$ cat config.mk
export PLATFORM = sky130hd
export DESIGN_NAME = ray_segment_nearest_hit
export DESIGN_NICKNAME = d
export VERILOG_FILES = /design/src/rtl/rsnh_pkg.sv /design/src/rtl/rsnh_cross.sv /design/src/rtl/rsnh_div.sv /design/src/rtl/ray_segment_nearest_hit.sv
export SDC_FILE = /design/constraint.sdc
export NUM_CORES = 2
export LEC_CHECK = 0
export ABC_AREA = 1
export BUFFER_PORTS_ARGS = -buffer_cell sky130_fd_sc_hd__buf_2
export CAP_MARGIN = 20
export CELL_PAD_IN_SITES_DETAIL_PLACEMENT = 1
export CELL_PAD_IN_SITES_GLOBAL_PLACEMENT = 1
export CORE_MARGIN = 3
export CORE_UTILIZATION = 30
export CTS_CLUSTER_DIAMETER = 50
export CTS_CLUSTER_SIZE = 24
export DETAILED_ROUTE_END_ITERATION = 10
export PLACE_DENSITY_LB_ADDON = 0.1
export SLEW_MARGIN = 20
export SYNTH_ARGS = -nofsm -noshare
export SYNTH_HDL_FRONTEND = slang
export SYNTH_SLANG_ARGS = --single-unit
$ cat constraint.sdc
create_clock -name clk -period 15.2 [get_ports clk]
set_clock_uncertainty 0.15 [all_clocks]
set_input_delay 0.76 -clock clk [delete_from_list [all_inputs] [get_ports clk]]
set_output_delay 0.76 -clock clk [all_outputs]
set_load 0.05 [all_outputs]
$ cat src/rtl/rsnh_pkg.sv
// Shared widths, register indexes and types for the ray segment nearest-hit block.
// No dependencies; every other file in rtl/ refers to it by scoped names.
package rsnh_pkg;

    localparam int COORD_BITS = 16;
    localparam int DIFF_W     = COORD_BITS + 1;       // coordinate difference
    localparam int ACC_W      = 2 * DIFF_W + 1;       // signed cross product a*b - c*d
    localparam int NUM_W      = ACC_W - 1;            // normalized den / nt magnitude
    localparam int REM_W      = NUM_W + 1;            // divider remainder with headroom
    localparam int MAG_W      = COORD_BITS + 2;       // scale operand, one bit per step
    localparam int DSQ_W      = 2 * COORD_BITS + 2;   // squared distance
    localparam int CNT_W      = $clog2(MAG_W);
    localparam int CFG_IDX_W  = 1;

    localparam logic [CFG_IDX_W-1:0] REG_LIGHT_X = 1'b0;
    localparam logic [CFG_IDX_W-1:0] REG_LIGHT_Y = 1'b1;

    typedef struct packed {
        logic load;
        logic step;
    } ser_ctl_t;

    function automatic logic signed [DIFF_W-1:0] ext_coord(input logic signed [COORD_BITS-1:0] v);
        return {v[COORD_BITS-1], v};
    endfunction

endpackage

$ cat src/rtl/rsnh_cross.sv
// Bit-serial signed cross product a*b - c*d, multiplier bits taken MSB first.
// Depends on rsnh_pkg.
module rsnh_cross (
    input  logic                                 clk,
    input  logic                                 rst_n,
    input  rsnh_pkg::ser_ctl_t                   ctl,
    input  logic signed [rsnh_pkg::DIFF_W-1:0]   mcand_a,
    input  logic signed [rsnh_pkg::DIFF_W-1:0]   mplier_b,
    input  logic signed [rsnh_pkg::DIFF_W-1:0]   mcand_c,
    input  logic signed [rsnh_pkg::DIFF_W-1:0]   mplier_d,
    output logic signed [rsnh_pkg::ACC_W-1:0]    result
);

    logic signed [rsnh_pkg::ACC_W-1:0]  acc_reg;
    logic signed [rsnh_pkg::ACC_W-1:0]  acc_next;
    logic signed [rsnh_pkg::DIFF_W-1:0] a_reg;
    logic signed [rsnh_pkg::DIFF_W-1:0] c_reg;
    logic        [rsnh_pkg::DIFF_W-1:0] b_sh_reg;
    logic        [rsnh_pkg::DIFF_W-1:0] d_sh_reg;
    logic                               first_reg;

    logic signed [rsnh_pkg::ACC_W-1:0]  term_a;
    logic signed [rsnh_pkg::ACC_W-1:0]  term_c;
    logic signed [rsnh_pkg::ACC_W-1:0]  acc_sh;

    always_comb
    begin
        term_a = b_sh_reg[rsnh_pkg::DIFF_W-1]
               ? {{(rsnh_pkg::ACC_W-rsnh_pkg::DIFF_W){a_reg[rsnh_pkg::DIFF_W-1]}}, a_reg}
               : '0;
        term_c = d_sh_reg[rsnh_pkg::DIFF_W-1]
               ? {{(rsnh_pkg::ACC_W-rsnh_pkg::DIFF_W){c_reg[rsnh_pkg::DIFF_W-1]}}, c_reg}
               : '0;
        acc_sh = {acc_reg[rsnh_pkg::ACC_W-2:0], 1'b0};
        // sign bit of a two's complement multiplier carries negative weight
        if (first_reg)
        begin
            acc_next = acc_sh + term_c - term_a;
        end
        else
        begin
            acc_next = acc_sh + term_a - term_c;
        end
    end

    always_ff @(posedge clk or negedge rst_n)
    begin
        if (!rst_n)
        begin
            first_reg <= 1'b0;
        end
        else if (ctl.load)
        begin
            first_reg <= 1'b1;
        end
        else if (ctl.step)
        begin
            first_reg <= 1'b0;
        end
    end

    always_ff @(posedge clk)
    begin
        if (ctl.load)
        begin
            acc_reg  <= '0;
            a_reg    <= mcand_a;
            c_reg    <= mcand_c;
            b_sh_reg <= mplier_b;
            d_sh_reg <= mplier_d;
        end
        else if (ctl.step)
        begin
            acc_reg  <= acc_next;
            b_sh_reg <= {b_sh_reg[rsnh_pkg::DIFF_W-2:0], 1'b0};
            d_sh_reg <= {d_sh_reg[rsnh_pkg::DIFF_W-2:0], 1'b0};
        end
    end

    assign result = acc_reg;

endmodule

$ cat src/rtl/rsnh_div.sv
// Bit-serial trunc(num*mag/den) for 0 < num < den, one bit of mag per step.
// Depends on rsnh_pkg.
module rsnh_div (
    input  logic                           clk,
    input  rsnh_pkg::ser_ctl_t             ctl,
    input  logic [rsnh_pkg::NUM_W-1:0]     num,
    input  logic [rsnh_pkg::NUM_W-1:0]     den,
    input  logic [rsnh_pkg::MAG_W-1:0]     mag,
    output logic [rsnh_pkg::MAG_W-1:0]     quot
);

    logic [rsnh_pkg::REM_W-1:0] rem_reg;
    logic [rsnh_pkg::REM_W-1:0] rem_next;
    logic [rsnh_pkg::MAG_W-1:0] quot_reg;
    logic [rsnh_pkg::MAG_W-1:0] quot_next;
    logic [rsnh_pkg::MAG_W-1:0] mag_sh_reg;
    logic [rsnh_pkg::NUM_W-1:0] num_reg;
    logic [rsnh_pkg::NUM_W-1:0] den_reg;

    logic [rsnh_pkg::REM_W-1:0] den_ext;
    logic [rsnh_pkg::REM_W-1:0] num_ext;
    logic [rsnh_pkg::REM_W-1:0] r_dbl;
    logic [rsnh_pkg::REM_W-1:0] r_red;
    logic [rsnh_pkg::REM_W-1:0] r_add;
    logic                       carry_dbl;
    logic                       carry_add;
    logic                       mbit;

    always_comb
    begin
        den_ext   = {1'b0, den_reg};
        num_ext   = {1'b0, num_reg};
        mbit      = mag_sh_reg[rsnh_pkg::MAG_W-1];
        // remainder stays below den, so each half-step needs one subtract at most
        r_dbl     = {rem_reg[rsnh_pkg::REM_W-2:0], 1'b0};
        carry_dbl = (r_dbl >= den_ext);
        r_red     = carry_dbl ? (r_dbl - den_ext) : r_dbl;
        r_add     = r_red + num_ext;
        carry_add = mbit && (r_add >= den_ext);
        if (carry_add)
        begin
            rem_next = r_add - den_ext;
        end
        else if (mbit)
        begin
            rem_next = r_add;
        end
        else
        begin
            rem_next = r_red;
        end
        quot_next = {quot_reg[rsnh_pkg::MAG_W-2:0], carry_dbl}
                  + {{(rsnh_pkg::MAG_W-1){1'b0}}, carry_add};
    end

    always_ff @(posedge clk)
    begin
        if (ctl.load)
        begin
            rem_reg    <= '0;
            quot_reg   <= '0;
            mag_sh_reg <= mag;
            num_reg    <= num;
            den_reg    <= den;
        end
        else if (ctl.step)
        begin
            rem_reg    <= rem_next;
            quot_reg   <= quot_next;
            mag_sh_reg <= {mag_sh_reg[rsnh_pkg::MAG_W-2:0], 1'b0};
        end
    end

    assign quot = quot_reg;

endmodule

$ cat src/rtl/ray_segment_nearest_hit.sv
// Top level: sequencer, light registers, hit point, distance compare and output beat.
// Depends on rsnh_pkg, rsnh_cross and rsnh_div.
//
//  channel | handshake          | payload
//  --------+--------------------+------------------------------------------------
//  in      | in_valid/in_stall  | ray_end_x/y, wall_ax/ay/bx/by, last_wall
//  out     | out_valid/out_stall| hit_found, end_x, end_y
//  cfg     | cfg_write_en       | cfg_index, cfg_data (light_x, light_y)
//
// Every wall runs the three cross products, one multiplier bit per cycle; a hit then
// adds the two serial scale/divide units and the squared-distance steps.
// One wall at a time; in_stall is high from accept until the wall is finished.
// Reset clears the light position and the held hit. The last wall waits in the
// finish step only while the output register holds a beat not yet taken.
module ray_segment_nearest_hit (
    input  logic                                      clk,
    input  logic                                      rst_n,
    input  logic                                      in_valid,
    output logic                                      in_stall,
    input  logic signed [rsnh_pkg::COORD_BITS-1:0]    ray_end_x,
    input  logic signed [rsnh_pkg::COORD_BITS-1:0]    ray_end_y,
    input  logic signed [rsnh_pkg::COORD_BITS-1:0]    wall_ax,
    input  logic signed [rsnh_pkg::COORD_BITS-1:0]    wall_ay,
    input  logic signed [rsnh_pkg::COORD_BITS-1:0]    wall_bx,
    input  logic signed [rsnh_pkg::COORD_BITS-1:0]    wall_by,
    input  logic                                      last_wall,
    output logic                                      out_valid,
    input  logic                                      out_stall,
    output logic                                      hit_found,
    output logic signed [rsnh_pkg::COORD_BITS-1:0]    end_x,
    output logic signed [rsnh_pkg::COORD_BITS-1:0]    end_y,
    input  logic                                      cfg_write_en,
    input  logic        [rsnh_pkg::CFG_IDX_W-1:0]     cfg_index,
    input  logic        [rsnh_pkg::COORD_BITS-1:0]    cfg_data
);

    typedef enum logic [8:0] {
        S_IDLE = 9'b000000001,
        S_MUL  = 9'b000000010,
        S_NORM = 9'b000000100,
        S_DIV  = 9'b000001000,
        S_PT   = 9'b000010000,
        S_SQX  = 9'b000100000,
        S_SQY  = 9'b001000000,
        S_UPD  = 9'b010000000,
        S_FIN  = 9'b100000000
    } state_t;

    state_t state_reg;
    state_t state_next;

    logic [rsnh_pkg::CNT_W-1:0]               cnt_reg;
    logic                                     out_valid_reg;
    logic                                     have_hit_reg;
    logic signed [rsnh_pkg::COORD_BITS-1:0]   light_x_reg;
    logic signed [rsnh_pkg::COORD_BITS-1:0]   light_y_reg;

    logic signed [rsnh_pkg::COORD_BITS-1:0]   ex_reg;
    logic signed [rsnh_pkg::COORD_BITS-1:0]   ey_reg;
    logic signed [rsnh_pkg::COORD_BITS-1:0]   ax_reg;
    logic signed [rsnh_pkg::COORD_BITS-1:0]   ay_reg;
    logic signed [rsnh_pkg::DIFF_W-1:0]       dbx_reg;
    logic signed [rsnh_pkg::DIFF_W-1:0]       dby_reg;
    logic                                     last_reg;
    logic signed [rsnh_pkg::COORD_BITS-1:0]   px_reg;
    logic signed [rsnh_pkg::COORD_BITS-1:0]   py_reg;
    logic        [rsnh_pkg::DSQ_W-1:0]        sqx_reg;
    logic        [rsnh_pkg::DSQ_W-1:0]        sqy_reg;
    logic        [rsnh_pkg::DSQ_W-1:0]        best_dist_reg;
    logic signed [rsnh_pkg::COORD_BITS-1:0]   best_px_reg;
    logic signed [rsnh_pkg::COORD_BITS-1:0]   best_py_reg;
    logic                                     hit_found_reg;
    logic signed [rsnh_pkg::COORD_BITS-1:0]   end_x_reg;
    logic signed [rsnh_pkg::COORD_BITS-1:0]   end_y_reg;

    logic                                     in_accept;
    logic                                     fin_load;
    rsnh_pkg::ser_ctl_t                       cross_ctl;
    rsnh_pkg::ser_ctl_t                       div_ctl;

    logic signed [rsnh_pkg::DIFF_W-1:0]       d_xab;
    logic signed [rsnh_pkg::DIFF_W-1:0]       d_yab;
    logic signed [rsnh_pkg::DIFF_W-1:0]       d_xal;
    logic signed [rsnh_pkg::DIFF_W-1:0]       d_yal;
    logic signed [rsnh_pkg::DIFF_W-1:0]       d_xle;
    logic signed [rsnh_pkg::DIFF_W-1:0]       d_yle;

    logic signed [rsnh_pkg::ACC_W-1:0]        den_raw;
    logic signed [rsnh_pkg::ACC_W-1:0]        nt_raw;
    logic signed [rsnh_pkg::ACC_W-1:0]        nu_raw;
    logic signed [rsnh_pkg::ACC_W-1:0]        den_n;
    logic signed [rsnh_pkg::ACC_W-1:0]        nt_n;
    logic signed [rsnh_pkg::ACC_W-1:0]        nu_n;
    logic                                     wall_hit;

    logic        [rsnh_pkg::DIFF_W-1:0]       abs_dbx;
    logic        [rsnh_pkg::DIFF_W-1:0]       abs_dby;
    logic        [rsnh_pkg::MAG_W-1:0]        qx;
    logic        [rsnh_pkg::MAG_W-1:0]        qy;
    logic signed [rsnh_pkg::MAG_W:0]          qx_s;
    logic signed [rsnh_pkg::MAG_W:0]          qy_s;
    logic signed [rsnh_pkg::MAG_W:0]          px_full;
    logic signed [rsnh_pkg::MAG_W:0]          py_full;
    logic signed [rsnh_pkg::DIFF_W-1:0]       dx;
    logic signed [rsnh_pkg::DIFF_W-1:0]       dy;
    logic signed [2*rsnh_pkg::DIFF_W-1:0]     sq_x;
    logic signed [2*rsnh_pkg::DIFF_W-1:0]     sq_y;
    logic        [rsnh_pkg::DSQ_W-1:0]        dsq;
    logic                                     take_best;

    assign in_accept = in_valid && !in_stall;
    assign in_stall  = (state_reg != S_IDLE);
    assign fin_load  = (state_reg == S_FIN) && last_reg && (!out_valid_reg || !out_stall);

    // operand differences, taken from the input beat and the light registers
    always_comb
    begin
        d_xab = rsnh_pkg::ext_coord(wall_ax) - rsnh_pkg::ext_coord(wall_bx);
        d_yab = rsnh_pkg::ext_coord(wall_ay) - rsnh_pkg::ext_coord(wall_by);
        d_xal = rsnh_pkg::ext_coord(wall_ax) - rsnh_pkg::ext_coord(light_x_reg);
        d_yal = rsnh_pkg::ext_coord(wall_ay) - rsnh_pkg::ext_coord(light_y_reg);
        d_xle = rsnh_pkg::ext_coord(light_x_reg) - rsnh_pkg::ext_coord(ray_end_x);
        d_yle = rsnh_pkg::ext_coord(light_y_reg) - rsnh_pkg::ext_coord(ray_end_y);
    end

    assign cross_ctl.load = in_accept;
    assign cross_ctl.step = (state_reg == S_MUL);

    rsnh_cross u_den (
        .clk      (clk),
        .rst_n    (rst_n),
        .ctl      (cross_ctl),
        .mcand_a  (d_xab),
        .mplier_b (d_yle),
        .mcand_c  (d_yab),
        .mplier_d (d_xle),
        .result   (den_raw)
    );

    rsnh_cross u_nt (
        .clk      (clk),
        .rst_n    (rst_n),
        .ctl      (cross_ctl),
        .mcand_a  (d_xal),
        .mplier_b (d_yle),
        .mcand_c  (d_yal),
        .mplier_d (d_xle),
        .result   (nt_raw)
    );

    rsnh_cross u_nu (
        .clk      (clk),
        .rst_n    (rst_n),
        .ctl      (cross_ctl),
        .mcand_a  (d_xal),
        .mplier_b (d_yab),
        .mcand_c  (d_yal),
        .mplier_d (d_xab),
        .result   (nu_raw)
    );

    // flip all three together so the denominator is not negative
    always_comb
    begin
        if (den_raw[rsnh_pkg::ACC_W-1])
        begin
            den_n = -den_raw;
            nt_n  = -nt_raw;
            nu_n  = -nu_raw;
        end
        else
        begin
            den_n = den_raw;
            nt_n  = nt_raw;
            nu_n  = nu_raw;
        end
        wall_hit = (den_n != '0) && (nt_n > 0) && (nt_n < den_n) && (nu_n > 0);
        abs_dbx  = dbx_reg[rsnh_pkg::DIFF_W-1] ? $unsigned(-dbx_reg) : $unsigned(dbx_reg);
        abs_dby  = dby_reg[rsnh_pkg::DIFF_W-1] ? $unsigned(-dby_reg) : $unsigned(dby_reg);
    end

    assign div_ctl.load = (state_reg == S_NORM) && wall_hit;
    assign div_ctl.step = (state_reg == S_DIV);

    rsnh_div u_div_x (
        .clk  (clk),
        .ctl  (div_ctl),
        .num  (nt_n[rsnh_pkg::NUM_W-1:0]),
        .den  (den_n[rsnh_pkg::NUM_W-1:0]),
        .mag  ({{(rsnh_pkg::MAG_W-rsnh_pkg::DIFF_W){1'b0}}, abs_dbx}),
        .quot (qx)
    );

    rsnh_div u_div_y (
        .clk  (clk),
        .ctl  (div_ctl),
        .num  (nt_n[rsnh_pkg::NUM_W-1:0]),
        .den  (den_n[rsnh_pkg::NUM_W-1:0]),
        .mag  ({{(rsnh_pkg::MAG_W-rsnh_pkg::DIFF_W){1'b0}}, abs_dby}),
        .quot (qy)
    );

    // hit point, distance terms and the running-minimum compare
    always_comb
    begin
        qx_s = dbx_reg[rsnh_pkg::DIFF_W-1] ? -$signed({1'b0, qx}) : $signed({1'b0, qx});
        qy_s = dby_reg[rsnh_pkg::DIFF_W-1] ? -$signed({1'b0, qy}) : $signed({1'b0, qy});
        px_full = {{(rsnh_pkg::MAG_W+1-rsnh_pkg::COORD_BITS){ax_reg[rsnh_pkg::COORD_BITS-1]}},
                   ax_reg} + qx_s;
        py_full = {{(rsnh_pkg::MAG_W+1-rsnh_pkg::COORD_BITS){ay_reg[rsnh_pkg::COORD_BITS-1]}},
                   ay_reg} + qy_s;
        dx = rsnh_pkg::ext_coord(px_reg) - rsnh_pkg::ext_coord(light_x_reg);
        dy = rsnh_pkg::ext_coord(py_reg) - rsnh_pkg::ext_coord(light_y_reg);
        sq_x = dx * dx;
        sq_y = dy * dy;
        dsq  = sqx_reg + sqy_reg;
        // strict less-than keeps the earlier wall on a tie
        take_best = !have_hit_reg || (dsq < best_dist_reg);
    end

    always_comb
    begin
        state_next = state_reg;
        case (state_reg)
            S_IDLE:
            begin
                if (in_accept)
                begin
                    state_next = S_MUL;
                end
            end
            S_MUL:
            begin
                if (cnt_reg == '0)
                begin
                    state_next = S_NORM;
                end
            end
            S_NORM:
            begin
                state_next = wall_hit ? S_DIV : S_FIN;
            end
            S_DIV:
            begin
                if (cnt_reg == '0)
                begin
                    state_next = S_PT;
                end
            end
            S_PT:
            begin
                state_next = S_SQX;
            end
            S_SQX:
            begin
                state_next = S_SQY;
            end
            S_SQY:
            begin
                state_next = S_UPD;
            end
            S_UPD:
            begin
                state_next = S_FIN;
            end
            S_FIN:
            begin
                if (!last_reg || fin_load)
                begin
                    state_next = S_IDLE;
                end
            end
            default:
            begin
                state_next = S_IDLE;
            end
        endcase
    end

    always_ff @(posedge clk or negedge rst_n)
    begin
        if (!rst_n)
        begin
            state_reg     <= S_IDLE;
            cnt_reg       <= '0;
            out_valid_reg <= 1'b0;
            have_hit_reg  <= 1'b0;
            light_x_reg   <= '0;
            light_y_reg   <= '0;
        end
        else
        begin
            state_reg <= state_next;

            if (in_accept)
            begin
                cnt_reg <= rsnh_pkg::CNT_W'(rsnh_pkg::DIFF_W - 1);
            end
            else if (state_reg == S_NORM)
            begin
                cnt_reg <= rsnh_pkg::CNT_W'(rsnh_pkg::MAG_W - 1);
            end
            else if ((state_reg == S_MUL) || (state_reg == S_DIV))
            begin
                cnt_reg <= cnt_reg - 1'b1;
            end

            if (fin_load)
            begin
                out_valid_reg <= 1'b1;
            end
            else if (!out_stall)
            begin
                out_valid_reg <= 1'b0;
            end

            if (fin_load)
            begin
                have_hit_reg <= 1'b0;
            end
            else if (state_reg == S_UPD)
            begin
                have_hit_reg <= 1'b1;
            end

            if (cfg_write_en)
            begin
                case (cfg_index)
                    rsnh_pkg::REG_LIGHT_X: light_x_reg <= $signed(cfg_data);
                    rsnh_pkg::REG_LIGHT_Y: light_y_reg <= $signed(cfg_data);
                    default:               ;
                endcase
            end
        end
    end

    always_ff @(posedge clk)
    begin
        if (in_accept)
        begin
            ex_reg   <= ray_end_x;
            ey_reg   <= ray_end_y;
            ax_reg   <= wall_ax;
            ay_reg   <= wall_ay;
            dbx_reg  <= rsnh_pkg::ext_coord(wall_bx) - rsnh_pkg::ext_coord(wall_ax);
            dby_reg  <= rsnh_pkg::ext_coord(wall_by) - rsnh_pkg::ext_coord(wall_ay);
            last_reg <= last_wall;
        end
        if (state_reg == S_PT)
        begin
            px_reg <= px_full[rsnh_pkg::COORD_BITS-1:0];
            py_reg <= py_full[rsnh_pkg::COORD_BITS-1:0];
        end
        if (state_reg == S_SQX)
        begin
            sqx_reg <= $unsigned(sq_x);
        end
        if (state_reg == S_SQY)
        begin
            sqy_reg <= $unsigned(sq_y);
        end
        if ((state_reg == S_UPD) && take_best)
        begin
            best_dist_reg <= dsq;
            best_px_reg   <= px_reg;
            best_py_reg   <= py_reg;
        end
        if (fin_load)
        begin
            hit_found_reg <= have_hit_reg;
            end_x_reg     <= have_hit_reg ? best_px_reg : ex_reg;
            end_y_reg     <= have_hit_reg ? best_py_reg : ey_reg;
        end
    end

    assign out_valid = out_valid_reg;
    assign hit_found = hit_found_reg;
    assign end_x     = end_x_reg;
    assign end_y     = end_y_reg;

    a_accept_starts_mul: assert property (@(posedge clk) disable iff (!rst_n)
        in_accept |=> (state_reg == S_MUL))
        else $error("accepted wall did not start the multiply");

    a_beat_from_finish: assert property (@(posedge clk) disable iff (!rst_n)
        $rose(out_valid_reg) |-> $past(state_reg == S_FIN))
        else $error("output beat raised outside the finish step");

    a_miss_skips_div: assert property (@(posedge clk) disable iff (!rst_n)
        ((state_reg == S_NORM) && !wall_hit) |=> (state_reg == S_FIN))
        else $error("missed wall entered the divide");

    a_beat_clears_hit: assert property (@(posedge clk) disable iff (!rst_n)
        $rose(out_valid_reg) |-> !have_hit_reg)
        else $error("held hit not cleared with the output beat");

endmodule
==> results.py <==
metrics = {
    "status": {
        "status": "completed",
    },
    "logic_synthesis": {
        "synth_seq_cells": 788,
        "yosys_warnings": 0,
        "ys_seq_area_frac": 0.221,
        "synth.avg_cell_area_um2": 7.42,
        "synthCells": 12984,
        "synth_edf_count": 532,
        "syn_area_um2": 96400,
        "synth_nets": 14749,
        "netlist-cell-type-count": 63,
        "synth_flop_cell": "edfxtp_1",
        "ys_async_sr_fraction": 0.0622,
    },
    "cts": {
        "clockRootBuffer": "clkbuf_16",
        "clock_path_buffers": 4,
        "post_cts_buffers": 0,
        "cts.htree.levels": 4,
        "cts_buffers": 164,
        "insertion_delay_ns": 0.90,
        "numClockSinks": 788,
        "cts_tree": "yes",
        "clk_pin_slew_ns": 0.06,
    },
    "grt": {
        "grt_first_pass_wirelength_um": 631000,
        "grt-ovfl-total": 0,
        "grt_antenna_before_repair": 38,
        "grt_pass1_vias": 94298,
        "grt_util_all_layers": 0.255,
        "grt_max_degree": 81,
    },
    "route": {
        "drc": 0,
        "dr.pass1.iters": 5,
        "drt_iter0_drc": 5273,
        "wl_per_cell_um": 24.2,
        "ant_nets": 0,
        "num_vias": 88465,
        "wirelength_um": 427000,
        "avgViaCountPerCell": 5.02,
    },
    "sta": {
        "drv_slew": 0,
        "min_period_ns": 11.27,
        "fmax_ghz": 0.0887,
        "rsz0062_at_grt": "false",
        "setup_viol": 0,
        "hold_viol": 0,
        "tightest_slew_ns": 1.10,
        "finalSetupTns_ns": 0,
        "max_slew_margin": 0.262,
        "finalCritPeriodShare": 0.742,
    },
    "die": {
        "dieArea_um2": 328000,
        "pin_count": 154,
        "die_x_um": 573,
        "die_y_um": 573,
        "rows": 207,
        "core-area_um2": 319000,
        "start_util": 0.302,
    },
    "final_layout": {
        "nNetsFinal": 14950,
        "drive_gt1_frac": 0.0541,
        "area_growth_pct": 12.6,
    },
    "setup_path": {
        "cp-start-kind": "register",
        "crit_buf_inv": 5,
        "cp_data_arrival_time_ns": 11.82,
        "path_delay_family": "simple AND/OR/NAND/NOR gates",
        "cpMaxStageDelayCell": "o21ai_0",
        "cpMostUsedCell": "nand2_1",
        "cpPeakStageDelay_ns": 0.69,
        "crit_fanout": 33,
        "worst_setup_path_end_kind": "register",
        "crit_required_ns": 15.74,
        "critPathKind": "register to register",
    },
    "min_path": {
        "worst_hold_path_type": "primary input to register",
    },
    "placement": {
        "hpwl_um": 361000,
        "routabilityCongestion": 0.959,
        "numPortBuffers": 153,
    },
    "flow_run": {
        "drv_cap": 0,
    },
}
==> cell usage in the layout (no fill, tap or decap), types with 153 or more instances in the layout <==
| cell | instances |
|---|---|
| a21oi_1 | 965 |
| buf_2 | 153 |
| clkbuf_16 | 165 |
| dfxtp_1 | 204 |
| edfxtp_1 | 532 |
| fa_1 | 762 |
| ha_1 | 884 |
| inv_1 | 2528 |
| nand2_1 | 2574 |
| nand3_1 | 665 |
| nor2_1 | 1179 |
| o21ai_0 | 726 |
| xnor2_1 | 157 |
| xor2_1 | 367 |
==> metrics by stage <==
| stage | setup slack, ns | cell area [um2] | hold WS (ns) | util | std cells |
|---|---|---|---|---|---|
| 4_1_cts | 4.01 | 108000 | 0.00210 | 0.340 | 17599 |
| 5_1_grt | 3.00 | 109000 | 0.0311 | 0.340 | 17614 |
| 6_report | 3.93 | 109000 | 0.0790 | 0.340 | 17618 |
| 2_1_floorplan | 7.81 | 96400 | 0.258 | - | 12984 |
| 3_3_place_gp | 4.32 | 102000 | 0.324 | 0.320 | 17241 |
| 3_5_place_dp | 4.07 | 102000 | 0.310 | 0.320 | 17241 |
==> cells by family after synthesis <==
logic type | synth area share
simple gates | 0.213
buf+inv | 0.111
compound gates | 0.130
fa+ha+maj | 0.273
flops | 0.221
xor+xnor | 0.0480
mux | 0.00374
==> synth_stat cells, types with 40 or more instances <==
master    instances  area, um2
buf_2            53        265
xor2_1          367       3210
a21oi_1         966       4830
inv_1          2531       9500
edfxtp_1        532      16000
o211ai_1         44        330
o21ai_0         726       3630
xnor2_1         158       1380
clkbuf_1        177        664
a31oi_1          85        532
ha_1            884      11100
or2_2            83        519
dfxtp_1         207       4140
dfrtp_1          48       1200
nor4_1           40        250
a21o_1           90        676
nor2_1         1181       4430
nand3_1         665       3330
nor3_1          152        761
nand2_1        2577       9670
o21bai_1         92        691
a21boi_0         47        353
nand4_1         129        807
fa_1            762      15300
==> layer usage <==
layer  vias to the layer above  GRT usage  wire [um]
met5                         -          0          0
met4                         0     0.0696      12600
met3                       425     0.0234      14300
met2                      1451      0.424     198000
met1                     44465      0.352     202000
li1                      42124          -          -
==> final cells by class <==
type	count	area, um2
antenna	15	37.5
clock buffer	184	4320
clock inverter	116	1400
fill	38904	210000
inverter	2552	9590
multi-input combinational	9387	64500
sequential	788	21400
tap	4284	5360
timing repair buffer	292	2030
==> worst paths after layout <==
kind / from / endpoint / slack (ns) / cells after the start
max in group asynchronous: rst_n / have_hit_reg$_DFFE_PN0P_ / 13.59 / 3
min in group asynchronous: rst_n / u_den.first_reg$_DFFE_PN0P_ / 0.70 / 3
min reg2reg: u_div_y.quot[14]$_SDFFE_PP0P_ / u_div_y.quot[14]$_SDFFE_PP0P_ / 0.32 / 2
min: wall_ay[5] / ay_reg[5]$_DFFE_PP_ / 0.08 / 1
max reg2reg: u_div_x.den_reg[0]$_DFFE_PP_ / u_div_x.quot[14]$_SDFFE_PP0P_ / 3.93 / 45
max: u_div_x.den_reg[0]$_DFFE_PP_ / u_div_x.quot[14]$_SDFFE_PP0P_ / 3.93 / 45
==> repair_timing <==
item | CTS | global route
endpoints found under the hold margin | 105 | 0
hold buffers | 58 | 0
gates resized for setup | 0 | 0
Power is left out: the tool's default activity adds up to more than one toggle a clock period on the data nets, which glitch-free logic cannot reach.
